### src/sv/rsp_pkg.sv
package rsp_pkg;

  // Pool size and the slot index width that follows from it
  localparam int SLOTS = 4;
  localparam int IDX_W = (SLOTS > 1) ? $clog2(SLOTS) : 1;
  localparam int CNT_W = $clog2(SLOTS + 1) + 1;

  // Request codes
  localparam logic [1:0] REQ_TICK  = 2'd0;
  localparam logic [1:0] REQ_ADD   = 2'd1;
  localparam logic [1:0] REQ_CLEAR = 2'd2;
  localparam logic [1:0] REQ_READ  = 2'd3;

  // Configuration register indexes
  localparam logic [1:0] CFG_LIFETIME = 2'd0;
  localparam logic [1:0] CFG_STR_MIN  = 2'd1;
  localparam logic [1:0] CFG_STR_MAX  = 2'd2;

  // Configuration reset values
  localparam logic [15:0] LIFETIME_RST = 16'd5000;
  localparam logic [15:0] STR_MIN_RST  = 16'd2048;
  localparam logic [15:0] STR_MAX_RST  = 16'd8192;

  // Accepted coordinate window, Q2.14: -0.5 .. 1.5
  localparam logic signed [15:0] UV_LOW  = -16'sd8192;
  localparam logic signed [15:0] UV_HIGH = 16'sd24576;

  // Controller to datapath commands
  typedef struct packed {
    logic load;     // capture the input transaction
    logic advance;  // tick: advance the clock
    logic scan;     // visit one slot (expire or pick)
    logic write;    // store an add, or clear all
    logic finish;   // load the result register
  } rsp_cmd_t;

  // Datapath to controller status
  typedef struct packed {
    logic [1:0] req;
    logic       scan_last;
    logic       out_free;
  } rsp_sts_t;

endpackage

### src/sv/ripple_slot_pool.sv
// Pool of event slots with a saturating millisecond clock.
// Input channel (in_valid / in_stall): one request per transaction, with
// in_req_type selecting tick, add, clear or read. The block stalls the input
// while a request is in work; a transaction is taken when in_valid is high
// and in_stall is low.
// Result channel (out_valid / out_stall): exactly one result per request,
// held in an output register until the receiver takes it. While that result
// waits, the next request is accepted and worked on; it finishes only when
// the register frees up.
// From acceptance: read goes to the done state, clear via the write state,
// add scans the slots then writes, tick advances the clock then scans. Add
// and tick visit the slots one per cycle through a single slot port, and the
// input stays stalled until the request is through the done state.
// Configuration (cfg_valid / cfg_ready / cfg_index / cfg_data) is always
// ready and should be written while no request is outstanding.
// Reset (rst_n low at a clock edge) frees every slot, zeroes the clock,
// restores the register defaults and empties the result register; it takes
// effect with no clearing pass.
module ripple_slot_pool
  import rsp_pkg::*;
(
  input  logic               clk,
  input  logic               rst_n,
  input  logic               in_valid,
  output logic               in_stall,
  input  logic [1:0]         in_req_type,
  input  logic [15:0]        in_delta_time,
  input  logic signed [15:0] in_pos_u,
  input  logic signed [15:0] in_pos_v,
  input  logic [15:0]        in_strength,
  input  logic [1:0]         in_slot_index,
  output logic               out_valid,
  input  logic               out_stall,
  output logic               out_accepted,
  output logic [1:0]         out_slot,
  output logic [2:0]         out_active_count,
  output logic               out_read_active,
  output logic signed [15:0] out_read_u,
  output logic signed [15:0] out_read_v,
  output logic [31:0]        out_read_time,
  output logic [15:0]        out_read_strength,
  input  logic               cfg_valid,
  output logic               cfg_ready,
  input  logic [1:0]         cfg_index,
  input  logic [15:0]        cfg_data
);

  rsp_cmd_t cmd;
  rsp_sts_t sts;

  // Sequencer
  rsp_ctrl u_ctrl (
    .clk         (clk),
    .rst_n       (rst_n),
    .in_valid    (in_valid),
    .in_req_type (in_req_type),
    .in_stall    (in_stall),
    .sts         (sts),
    .cmd         (cmd)
  );

  // Slot store, clock and result register
  rsp_dp u_dp (
    .clk               (clk),
    .rst_n             (rst_n),
    .cmd               (cmd),
    .sts               (sts),
    .in_req_type       (in_req_type),
    .in_delta_time     (in_delta_time),
    .in_pos_u          (in_pos_u),
    .in_pos_v          (in_pos_v),
    .in_strength       (in_strength),
    .in_slot_index     (in_slot_index),
    .cfg_valid         (cfg_valid),
    .cfg_ready         (cfg_ready),
    .cfg_index         (cfg_index),
    .cfg_data          (cfg_data),
    .out_valid         (out_valid),
    .out_stall         (out_stall),
    .out_accepted      (out_accepted),
    .out_slot          (out_slot),
    .out_active_count  (out_active_count),
    .out_read_active   (out_read_active),
    .out_read_u        (out_read_u),
    .out_read_v        (out_read_v),
    .out_read_time     (out_read_time),
    .out_read_strength (out_read_strength)
  );

endmodule

### src/sv/rsp_ctrl.sv
module rsp_ctrl
  import rsp_pkg::*;
(
  input  logic       clk,
  input  logic       rst_n,
  input  logic       in_valid,
  input  logic [1:0] in_req_type,
  output logic       in_stall,
  input  rsp_sts_t   sts,
  output rsp_cmd_t   cmd
);

  localparam logic [2:0] S_IDLE  = 3'd0;
  localparam logic [2:0] S_ADV   = 3'd1;
  localparam logic [2:0] S_SCAN  = 3'd2;
  localparam logic [2:0] S_WRITE = 3'd3;
  localparam logic [2:0] S_DONE  = 3'd4;

  logic [2:0] state_r;
  logic [2:0] state_nxt;
  logic       take;

  assign in_stall = (state_r != S_IDLE);
  assign take     = in_valid && (state_r == S_IDLE);

  // Commands and next state
  always_comb begin
    cmd         = '0;
    state_nxt   = state_r;
    cmd.load    = take;
    unique case (state_r)
      S_IDLE: begin
        if (take) begin
          unique case (in_req_type)
            REQ_TICK:  state_nxt = S_ADV;
            REQ_ADD:   state_nxt = S_SCAN;
            REQ_CLEAR: state_nxt = S_WRITE;
            REQ_READ:  state_nxt = S_DONE;
            default:   state_nxt = S_DONE;
          endcase
        end
      end
      S_ADV: begin
        cmd.advance = 1'b1;
        state_nxt   = S_SCAN;
      end
      S_SCAN: begin
        cmd.scan = 1'b1;
        if (sts.scan_last) begin
          state_nxt = (sts.req == REQ_TICK) ? S_DONE : S_WRITE;
        end
      end
      S_WRITE: begin
        cmd.write = 1'b1;
        state_nxt = S_DONE;
      end
      S_DONE: begin
        // hold here while the previous result still waits
        if (sts.out_free) begin
          cmd.finish = 1'b1;
          state_nxt  = S_IDLE;
        end
      end
      default: state_nxt = S_IDLE;
    endcase
  end

  always_ff @(posedge clk) begin
    if (!rst_n) begin
      state_r <= S_IDLE;
    end else begin
      state_r <= state_nxt;
    end
  end

endmodule

### src/sv/rsp_dp.sv
module rsp_dp
  import rsp_pkg::*;
(
  input  logic               clk,
  input  logic               rst_n,
  input  rsp_cmd_t           cmd,
  output rsp_sts_t           sts,
  // input transaction fields
  input  logic [1:0]         in_req_type,
  input  logic [15:0]        in_delta_time,
  input  logic signed [15:0] in_pos_u,
  input  logic signed [15:0] in_pos_v,
  input  logic [15:0]        in_strength,
  input  logic [1:0]         in_slot_index,
  // configuration writes
  input  logic               cfg_valid,
  output logic               cfg_ready,
  input  logic [1:0]         cfg_index,
  input  logic [15:0]        cfg_data,
  // result channel
  output logic               out_valid,
  input  logic               out_stall,
  output logic               out_accepted,
  output logic [1:0]         out_slot,
  output logic [2:0]         out_active_count,
  output logic               out_read_active,
  output logic signed [15:0] out_read_u,
  output logic signed [15:0] out_read_v,
  output logic [31:0]        out_read_time,
  output logic [15:0]        out_read_strength
);

  // Configuration
  logic [15:0] life_r, smin_r, smax_r;

  // Captured transaction
  logic [1:0]         req_r;
  logic [15:0]        delta_r;
  logic signed [15:0] u_r, v_r;
  logic [15:0]        str_r;
  logic [1:0]         idx_r;

  // Pool state
  logic [31:0]        now_r;
  logic [31:0]        now_nxt;
  logic [SLOTS-1:0]   busy_r;
  logic [31:0]        time_r [SLOTS];
  logic signed [15:0] su_r   [SLOTS];
  logic signed [15:0] sv_r   [SLOTS];
  logic [15:0]        sstr_r [SLOTS];

  // Slot scan
  logic [IDX_W-1:0] scan_r;
  logic             found_r;
  logic [IDX_W-1:0] pick_r;
  logic [31:0]      best_r;

  // Result register
  logic out_valid_r;

  logic [IDX_W-1:0] addr;
  logic             idx_ok;
  logic             add_ok;
  logic [15:0]      str_clamp;
  logic [32:0]      now_sum;
  logic [31:0]      age;
  logic             expire;
  logic             rd_hit;

  assign cfg_ready = 1'b1;

  // One slot port: the read index on reads, the scan counter otherwise
  assign idx_ok = (5'(idx_r) < 5'(SLOTS));
  assign addr   = (req_r == REQ_READ) ? IDX_W'(idx_r) : scan_r;

  // Coordinate window and strength clamp
  assign add_ok = (u_r >= UV_LOW) && (u_r <= UV_HIGH) &&
                  (v_r >= UV_LOW) && (v_r <= UV_HIGH);
  assign str_clamp = (str_r < smin_r) ? smin_r :
                     (str_r >= smax_r) ? smax_r : str_r;

  // Saturating clock advance
  assign now_sum = {1'b0, now_r} + {17'd0, delta_r};
  assign now_nxt = now_sum[32] ? 32'hFFFF_FFFF : now_sum[31:0];

  // Age of the scanned entry
  assign age    = now_r - time_r[scan_r];
  assign expire = busy_r[scan_r] && (age > {16'd0, life_r});

  assign rd_hit = (req_r == REQ_READ) && idx_ok && busy_r[addr];

  assign sts.req       = req_r;
  assign sts.scan_last = (scan_r == IDX_W'(SLOTS - 1));
  assign sts.out_free  = !out_valid_r || !out_stall;

  // Configuration registers
  always_ff @(posedge clk) begin
    if (!rst_n) begin
      life_r <= LIFETIME_RST;
      smin_r <= STR_MIN_RST;
      smax_r <= STR_MAX_RST;
    end else if (cfg_valid) begin
      case (cfg_index)
        CFG_LIFETIME: life_r <= cfg_data;
        CFG_STR_MIN:  smin_r <= cfg_data;
        CFG_STR_MAX:  smax_r <= cfg_data;
        default: ;
      endcase
    end
  end

  // Control state: clock, busy flags, scan, result valid
  always_ff @(posedge clk) begin
    if (!rst_n) begin
      now_r       <= '0;
      busy_r      <= '0;
      scan_r      <= '0;
      found_r     <= 1'b0;
      out_valid_r <= 1'b0;
    end else begin
      if (cmd.load) begin
        scan_r  <= '0;
        found_r <= 1'b0;
      end
      if (cmd.advance) begin
        now_r <= now_nxt;
      end
      if (cmd.scan) begin
        if (!sts.scan_last) begin
          scan_r <= scan_r + 1'b1;
        end
        if (req_r == REQ_TICK) begin
          if (expire) begin
            busy_r[scan_r] <= 1'b0;
          end
        end else if (!found_r && !busy_r[scan_r]) begin
          found_r <= 1'b1;
        end
      end
      if (cmd.write) begin
        if (req_r == REQ_CLEAR) begin
          busy_r <= '0;
        end else if (add_ok) begin
          busy_r[pick_r] <= 1'b1;
        end
      end
      if (cmd.finish) begin
        out_valid_r <= 1'b1;
      end else if (!out_stall) begin
        out_valid_r <= 1'b0;
      end
    end
  end

  // Payload: captured fields, victim search, slot contents, result
  always_ff @(posedge clk) begin
    if (cmd.load) begin
      req_r   <= in_req_type;
      delta_r <= in_delta_time;
      u_r     <= in_pos_u;
      v_r     <= in_pos_v;
      str_r   <= in_strength;
      idx_r   <= in_slot_index;
    end
    // first free slot, else oldest with lowest index on ties
    if (cmd.scan && (req_r != REQ_TICK) && !found_r) begin
      if (!busy_r[scan_r]) begin
        pick_r <= scan_r;
      end else if ((scan_r == '0) || (time_r[scan_r] < best_r)) begin
        pick_r <= scan_r;
        best_r <= time_r[scan_r];
      end
    end
    if (cmd.write && (req_r == REQ_ADD) && add_ok) begin
      time_r[pick_r] <= now_r;
      su_r[pick_r]   <= u_r;
      sv_r[pick_r]   <= v_r;
      sstr_r[pick_r] <= str_clamp;
    end
    if (cmd.finish) begin
      out_accepted      <= (req_r == REQ_ADD) && add_ok;
      out_slot          <= ((req_r == REQ_ADD) && add_ok) ? 2'(pick_r) : 2'd0;
      out_active_count  <= 3'($countones(busy_r));
      out_read_active   <= rd_hit;
      out_read_u        <= rd_hit ? su_r[addr]   : 16'sd0;
      out_read_v        <= rd_hit ? sv_r[addr]   : 16'sd0;
      out_read_time     <= rd_hit ? time_r[addr] : 32'd0;
      out_read_strength <= rd_hit ? sstr_r[addr] : 16'd0;
    end
  end

  assign out_valid = out_valid_r;

`ifndef SYNTHESIS
  // A stored add leaves its slot active
  a_add_marks_busy: assert property (@(posedge clk) disable iff (!rst_n)
    cmd.write && (req_r == REQ_ADD) && add_ok |=> busy_r[$past(pick_r)])
    else $error("accepted add did not mark its slot active");

  // Clear leaves no slot active
  a_clear_empties: assert property (@(posedge clk) disable iff (!rst_n)
    cmd.write && (req_r == REQ_CLEAR) |=> (busy_r == '0))
    else $error("clear left an active slot");

  // The result register is never overwritten while it waits
  a_no_overwrite: assert property (@(posedge clk) disable iff (!rst_n)
    cmd.finish |-> (!out_valid_r || !out_stall))
    else $error("result overwritten while stalled");

  // The clock never runs backward
  a_clock_monotonic: assert property (@(posedge clk) disable iff (!rst_n)
    cmd.advance |=> (now_r >= $past(now_r)))
    else $error("time counter decreased");
`endif

endmodule

### config.mk
export PLATFORM = sky130hd
export DESIGN_NAME = ripple_slot_pool
export DESIGN_NICKNAME = d
export VERILOG_FILES = /design/src/sv/rsp_pkg.sv /design/src/sv/ripple_slot_pool.sv /design/src/sv/rsp_ctrl.sv /design/src/sv/rsp_dp.sv
export SDC_FILE = /design/constraint.sdc
export NUM_CORES = 1
export LEC_CHECK = 0
export ABC_AREA = 1
export BUFFER_PORTS_ARGS = -buffer_cell sky130_fd_sc_hd__buf_2
export CAP_MARGIN = 30
export CORE_ASPECT_RATIO = 0.8
export CORE_MARGIN = 3
export CORE_UTILIZATION = 44
export DETAILED_ROUTE_END_ITERATION = 8
export GPL_ROUTABILITY_DRIVEN = 1
export GPL_TIMING_DRIVEN = 0
export HOLD_SLACK_MARGIN = 0.03
export PLACE_DENSITY = 0.6
export SLEW_MARGIN = 10
export SYNTH_ARGS = -nofsm -noshare
export SYNTH_HDL_FRONTEND = slang
export SYNTH_SLANG_ARGS = --single-unit
### constraint.sdc
create_clock -name clk -period 10.17 [get_ports clk]
set_clock_uncertainty 0.1 [all_clocks]
set_input_delay 0.5085 -clock clk [delete_from_list [all_inputs] [get_ports clk]]
set_output_delay 0.5085 -clock clk [all_outputs]
set_load 0.02 [all_outputs]
## After elaboration in Yosys (flattened, before gate mapping)

Memory sizes are Yosys's and may differ from the RTL's. A register that Yosys moved wholly into a read port is not among the register bits.
Cells that the tools add are included.
Widths: inputs -> output; s select.

| storage, ports and cells | value |
|---|---|
| register bits | 200 |
| RAM bits | 320 |
| input bits | 91 |
| output and inout port bits | 90 |
| memories kept | 4 |

| operators by class | value |
|---|---|
| add/sub/neg operators | 6 |
| order comparisons | 13 |
| equal/unequal tests | 18 |
| muxes and demuxes | 44 |
| bitwise gates (word level) | 3 |
| reduce and logical (&&, ||, !) cells | 37 |

Memory list:

| name | depth | bits a word | rd ports | clocked after memory_dff | wr ports | line | RTL |
|---|---|---|---|---|---|---|---|
| u_dp.time_r | 4 | 32 | 2 | 2 | 1 | rsp_dp.sv:47 | `logic [31:0] time_r [SLOTS];` |
| u_dp.sstr_r | 4 | 16 | 1 | 1 | 1 | rsp_dp.sv:50 | `logic [15:0] sstr_r [SLOTS];` |
| u_dp.su_r | 4 | 16 | 1 | 1 | 1 | rsp_dp.sv:48 | `logic signed [15:0] su_r [SLOTS];` |
| u_dp.sv_r | 4 | 16 | 1 | 1 | 1 | rsp_dp.sv:49 | `logic signed [15:0] sv_r [SLOTS];` |

Operators with widths:

| operator | count |
|---|---|
| $add 32x16->33 | 1 |
| $ge 16x14->1 const B | 2 |
| $gt 32x16->1 | 1 |
| $le 16x16->1 const B | 2 |
| $lt 32x32->1 | 1 |
| $mux 16 | 2 |
| $mux 32 | 1 |
| $sub 32x32->32 | 1 |
| $mux 4 | 7 |
| $mux 1 | 17 |
| $ge 16x16->1 | 1 |
| $lt 16x16->1 | 1 |
| $pmux 3 s5 | 1 |
| $logic_and 1x1->1 | 14 |
| $mux 2 | 7 |
| $eq 2x2->1 const B | 6 |
| $mux 3 | 4 |
| $pmux 3 s4 | 1 |
| $lt 2x3->1 const B | 3 |
| $logic_not 1->1 | 8 |
| $logic_not 2->1 | 4 |
| $reduce_and 2->1 | 4 |
| $eq 2x1->1 const B | 3 |
| $eq 3x2->1 const B | 2 |
| 18 further kinds | 27 |

## Longest topological paths before layout

| depth | value |
|---|---|
| depth after elaboration | 14 |
| mapped depth | 33 |

## Modules after synthesis

Synthesis repeated with hierarchy kept, for this count alone.

| second synthesis, totals | value |
|---|---|
| cell total of the unflattened synthesis | 2,955 |
| area, all modules | 28,902.7 um2 |

Modules (own cells, without submodules):

| module | times used | cells each | area an instance (um2) |
|---|---|---|---|
| rsp_dp | 1 | 2,902 | 28,592.4 |
| rsp_ctrl | 1 | 53 | 310.3 |

## Worst setup path before layout

No wires, ideal clock.

| timing path | value |
|---|---|
| path type | register to register |
| from | register u_dp.v_r[6] |
| to | memory u_dp.sstr_r[2][0], enable pin |
| library setup time | 0.715 ns |
| data arrival time | 8.714 ns |
| required time | 9.355 ns |
| slack | 0.641 ns |
| cell stages (with the launch flop) | 8 |
| buffers on the path | 0 |
| clock period less this slack | 9.529 ns |
| path through | edfxtp_1 > nor4_1 > nand4_1 > nand3_1 > nand3_1 > nor2_1 > inv_1 > nor4_1 |

| on the way | value |
|---|---|
| cells in the longest elaborated chain, start to end | 6 |
| elaborated cells on any way between the ends | 7 |
| those cells by class | order compare (2); mux (2); reduce/logical (3) |

Ends and longest elaborated chain:

| element | line | RTL |
|---|---|---|
| from (decl) | rsp_dp.sv:39 | `logic signed [15:0] u_r, v_r;` |
| from (signal assigned) | rsp_dp.sv:161 | `v_r <= in_pos_v;` |
| $ge 16x14->1 | rsp_dp.sv:78 | `(v_r >= UV_LOW) && (v_r <= UV_HIGH);` |
| $logic_and 1x1->1 | rsp_dp.sv:77 | `assign add_ok = (u_r >= UV_LOW) && (u_r <= UV_HIGH) &&` |
| $logic_and 1x1->1 (*) | rsp_dp.sv:78 |  |
| $logic_and 1x1->1 (*) | rsp_dp.sv:174 | `if (cmd.write && (req_r == REQ_ADD) && add_ok) begin` |
| $mux 1 (*) | rsp_dp.sv:174 |  |
| $mux 1 (implied by the code) (*) | rsp_dp.sv:178 | `sstr_r[pick_r] <= str_clamp;` |
| to (decl) | rsp_dp.sv:50 |  |

Mark *: on every way between the ends. The rest lies on a longest branch, timed or not.

## Worst setup path in the final report

| timing path | value |
|---|---|
| from | register u_dp.scan_r[0] |
| to | register u_dp.busy_r[2] |

| on the way | value |
|---|---|
| cells in the longest elaborated chain, start to end | 14 |
| elaborated cells on any way between the ends | 18 |
| those cells by class | order compare (2); mux (11); bitwise (3); reduce/logical (2) |

Ends and longest elaborated chain:

| element | line | RTL |
|---|---|---|
| from (decl) | rsp_dp.sv:53 | `logic [IDX_W-1:0] scan_r;` |
| from (signal assigned) | rsp_dp.sv:130 | `scan_r <= scan_r + 1'b1;` |
| $lt 2x3->1 (implied by the code) or $ge 2x1->1 (tied branches) | rsp_dp.sv:134 | `busy_r[scan_r] <= 1'b0;` |
| $logic_and 1x1->1 (implied by the code) | rsp_dp.sv:134 |  |
| $mux 1 (implied by the code) | rsp_dp.sv:134 |  |
| $demux 1 s2 | -- |  |
| $not 4->4 (no source line) | -- |  |
| $and 4x4->4 (no source line) | -- |  |
| $mux 4 (*) | rsp_dp.sv:133 | `if (expire) begin` |
| $mux 4 (*) | rsp_dp.sv:132 | `if (req_r == REQ_TICK) begin` |
| $mux 4 (*) | rsp_dp.sv:128 | `if (cmd.scan) begin` |
| $mux 4 (*) | rsp_dp.sv:114 | `if (!rst_n) begin` |
| $or 4x4->4 (no source line) | -- |  |
| $mux 4 | rsp_dp.sv:143 | `end else if (add_ok) begin` |
| $mux 4 | rsp_dp.sv:141 | `if (req_r == REQ_CLEAR) begin` |
| $mux 4 (*) | rsp_dp.sv:140 | `if (cmd.write) begin` |
| to (signal, indexed assignment) | rsp_dp.sv:134 |  |
| to (signal assigned) | rsp_dp.sv:142 | `busy_r <= '0;` |
| to (signal, indexed assignment) | rsp_dp.sv:144 | `busy_r[pick_r] <= 1'b1;` |
| to (decl) | rsp_dp.sv:46 | `logic [SLOTS-1:0] busy_r;` |

Mark *: on every way between the ends. The rest lies on a longest branch, timed or not. The select of a mux whose other input is x is not followed.
A chain may end at the register's enable or synchronous reset.

==> impl_metrics.yaml <==
floorplanning:
  die_area_um2: 68090
  initial_core_util: 0.4502
  die_y_um: 234.0
  num_rows: 82
  core_um2: 63510
  ios: 181
  dieWidth_um: 291.0
critical_path:
  cp-endpoint: "u_dp.busy_r[2]$_SDFF_PN0_"
  required_ns: 10.66
  cp_num_buf_inv: 6
  path_delay_family: "simple AND/OR/NAND/NOR gates"
  startpoint: "u_dp.scan_r[0]$_SDFF_PN0_"
  path_depth: 32
  worstPathMaxFanout: 10
  cp-start-kind: "flop"
  reg2reg_to: "u_dp.busy_r[2]$_SDFF_PN0_"
  crit_top_cell: "nand2_1"
  rr_startpoint: "u_dp.scan_r[0]$_SDFF_PN0_"
  arrival_ns: 6.49
  end_kind: "flop"
  critPathSlowestCell: "a32oi_1"
  r2r_slack_ns: 4.17
  cp_slowest_stage_delay_ns: 0.73
  r2r_cells: 32
  critPathKind: "flop to flop"
timing:
  max_freq_mhz: 166.7
  setup_tns_ns: 0
  finalSetupViolCount: 0
  tightest_slew_ns: 1.029
  maxSlewHeadroom: 0.3139
  fin_crit_ns: 5.998
  hold_violations: 0
  finalCritPeriodShare: 0.5897
  finalMaxSlewViolations: 0
  rsz0062_at_grt: "no"
power:
  seq_power_share: 0.396
  swShare: 0.3782
  p_switching_mw: 2.984
  p_leak_nw: 13.82
  p_int_mw: 4.906
  pwr-share-comb: 0.333
  vdd_drop_max_mv: 0.1643
  fin_total_pwr_mw: 7.890
  pwr-share-clk: 0.271
  power-per-cell-area_nw_per_um2: 233.9
global_routing:
  grt.overflow.total: 0
  grt_max_degree: 31
  grt_pass1_vias: 20750
  grt_antenna_before_repair: 3
  grt_pass1_wl_mm: 128.2
  grtUsageTotal: 0.2479
drt:
  vias_per_cell: 5.375
  wire_per_inst_um: 20.88
  drc: 0
  initialDrtViolationCount: 2247
  vias: 22230
  wirelength_mm: 86.36
  ant_nets: 0
  first_pass_iters: 6
clocking:
  post_cts_buffers: 0
  clkSlewWorstSetupHoldPaths_ns: 0.07
  htree_num_levels: 2
  root_buffer: "clkbuf_16"
  numCtsBuffers: 61
  cts_tree: "built"
  clock_latency_ns: 0.66
  cts_buffer_depth: 3
  cts.sinks: 600
synth:
  ys_ff_latch: 600
  yosysWarningCount: 0
  synth_area_per_cell_um2: 9.899
  synth_area_um2: 28590
  ys_types: 51
  synthFlopType: "edfxtp_1"
  syn_inst: 2888
  ys_seq_area_frac: 0.5984
  synth_edf_count: 509
  synth_fp_nets: 3119
  async_reset_ff_frac: 0
layout:
  post-route-util: 0.5311
  num-fill-cells: 5571
  final_cell_mix: "edfxtp_1 (509), nand2_1 (474), nor2_1 (402)"
  area_growth_pct: 17.98
  drive_gt1_frac: 0.1199
  final_common_cell: "edfxtp_1"
  fin_nets: 3476
  fin_area_um2: 33730
placed_design:
  routabilityCongestion: 0.9221
  place_area_um2: 31140
  dpl.hpwl_mm: 63.36
  portBuffers: 179
min_path:
  hp-class: "primary input to flop"
outcome:
  status: "complete, no violations"
run:
  drv_cap: 0
==> power by group through the flow <==
stage / Clock [mW] / Sequential (mW) / Combinational (mW)
after floorplan: 0 / 3.15 / 1.61
after global placement: 0 / 3.19 / 2.48
after detailed placement: 0 / 3.17 / 2.56
after CTS: 2.18 / 3.12 / 2.60
after global routing: 2.28 / 3.14 / 2.90
final: 2.14 / 3.12 / 2.63
==> worst min path at each step <==
| stage | startpoint | to | depth (start not counted) |
|---|---|---|---|
| floorplan | u_dp.life_r[10]$_SDFFE_PN0P_ | u_dp.life_r[10]$_SDFFE_PN0P_ | 2 |
| global placement | u_dp.found_r$_SDFF_PN0_ | u_dp.found_r$_SDFF_PN0_ | 2 |
| detailed placement | u_dp.life_r[11]$_SDFFE_PN0P_ | u_dp.life_r[11]$_SDFFE_PN0P_ | 2 |
| CTS | cfg_data[11] | u_dp.smin_r[11]$_SDFFE_PN1P_ | 3 |
| global route | cfg_data[11] | u_dp.smin_r[11]$_SDFFE_PN1P_ | 3 |
| finish | cfg_data[11] | u_dp.smin_r[11]$_SDFFE_PN1P_ | 3 |
==> synth_stat cells, drive strengths merged (4+ instances only) <==
cell type,instances,share of area
nand3b,7,0.0018
nor2,416,0.056
nand3,70,0.012
a211oi,6,0.0016
dfxtp,91,0.064
ha,137,0.060
o21ai,236,0.042
a21oi,253,0.045
clkbuf,84,0.011
buf,26,0.0047
xor2,21,0.0064
a31oi,4,0.00088
nor3,20,0.0042
edfxtp,509,0.53
or2,4,0.00088
o211ai,57,0.015
nand2,489,0.066
inv,362,0.048
nand4,16,0.0035
xnor2,8,0.0025
a32oi,31,0.0095
nor4,9,0.0020
and3,4,0.00088
==> cells by family after synthesis <==
kind of cell	count (synthesis)	synth area share
AND/OR/NAND/NOR	1038	0.1478
AO/OA/AOI/OAI	608	0.1195
flip-flops	600	0.5984
buffers and inverters	472	0.06328
adder cells (fa/ha/maj)	140	0.06206
XOR/XNOR	29	0.008885
other	1	0.0001312
==> area by class of cell <==
class	count	area [µm²]	area share
flip-flops and latches	600	17110	0.5072
multi-input cells	1816	9723	0.2883
repair buffers	294	2137	0.06336
clock buffers	71	1595	0.04730
inverters	362	1359	0.04029
well taps	840	1051	0.03116
plain buffers	110	450.4	0.01335
clock inverters	42	304.0	0.009014
diodes	1	2.502	0.00007419
==> registers in the layout (all words and copies together) (netlist names), 32 cells and up <==
signal and cells:
u_dp.sv_r 64, u_dp.now_r 32, u_dp.time_r 128, u_dp.su_r 64, u_dp.sstr_r 64, u_dp.best_r 32
u_dp.out_read_time 32
==> worst min-delay path: stages <==
cell and delay, ns:
buf_2 0.11, nand2_1 0.05, o211ai_1 0.06
==> routing by layer <==
layer	up-vias	GRT usage	wire length, µm
met5	-	0	0
met4	0	0.06015	1790
met3	119	0.04195	7216
met2	916	0.3790	37710
met1	10610	0.3691	39640
li1	10590	-	-
==> timing repair <==
item / in CTS / in global routing
endpoints found under the hold margin: 69 / 0
resized for setup: 0 / 0
hold buffers: 69 / 0
==> stage by stage <==
step / hold slack [ns] / setup WS, ns / std cells
finish: 0.08047 / 4.172 / 4136
floorplan: 0.3353 / 0.6406 / 2888
global route: 0.06175 / 3.704 / 4135
detailed placement: 0.3604 / 4.332 / 3953
CTS: 0.04248 / 4.279 / 4135
global placement: 0.3557 / -6.972 / 3907
Power figures use the tool's default switching activity.
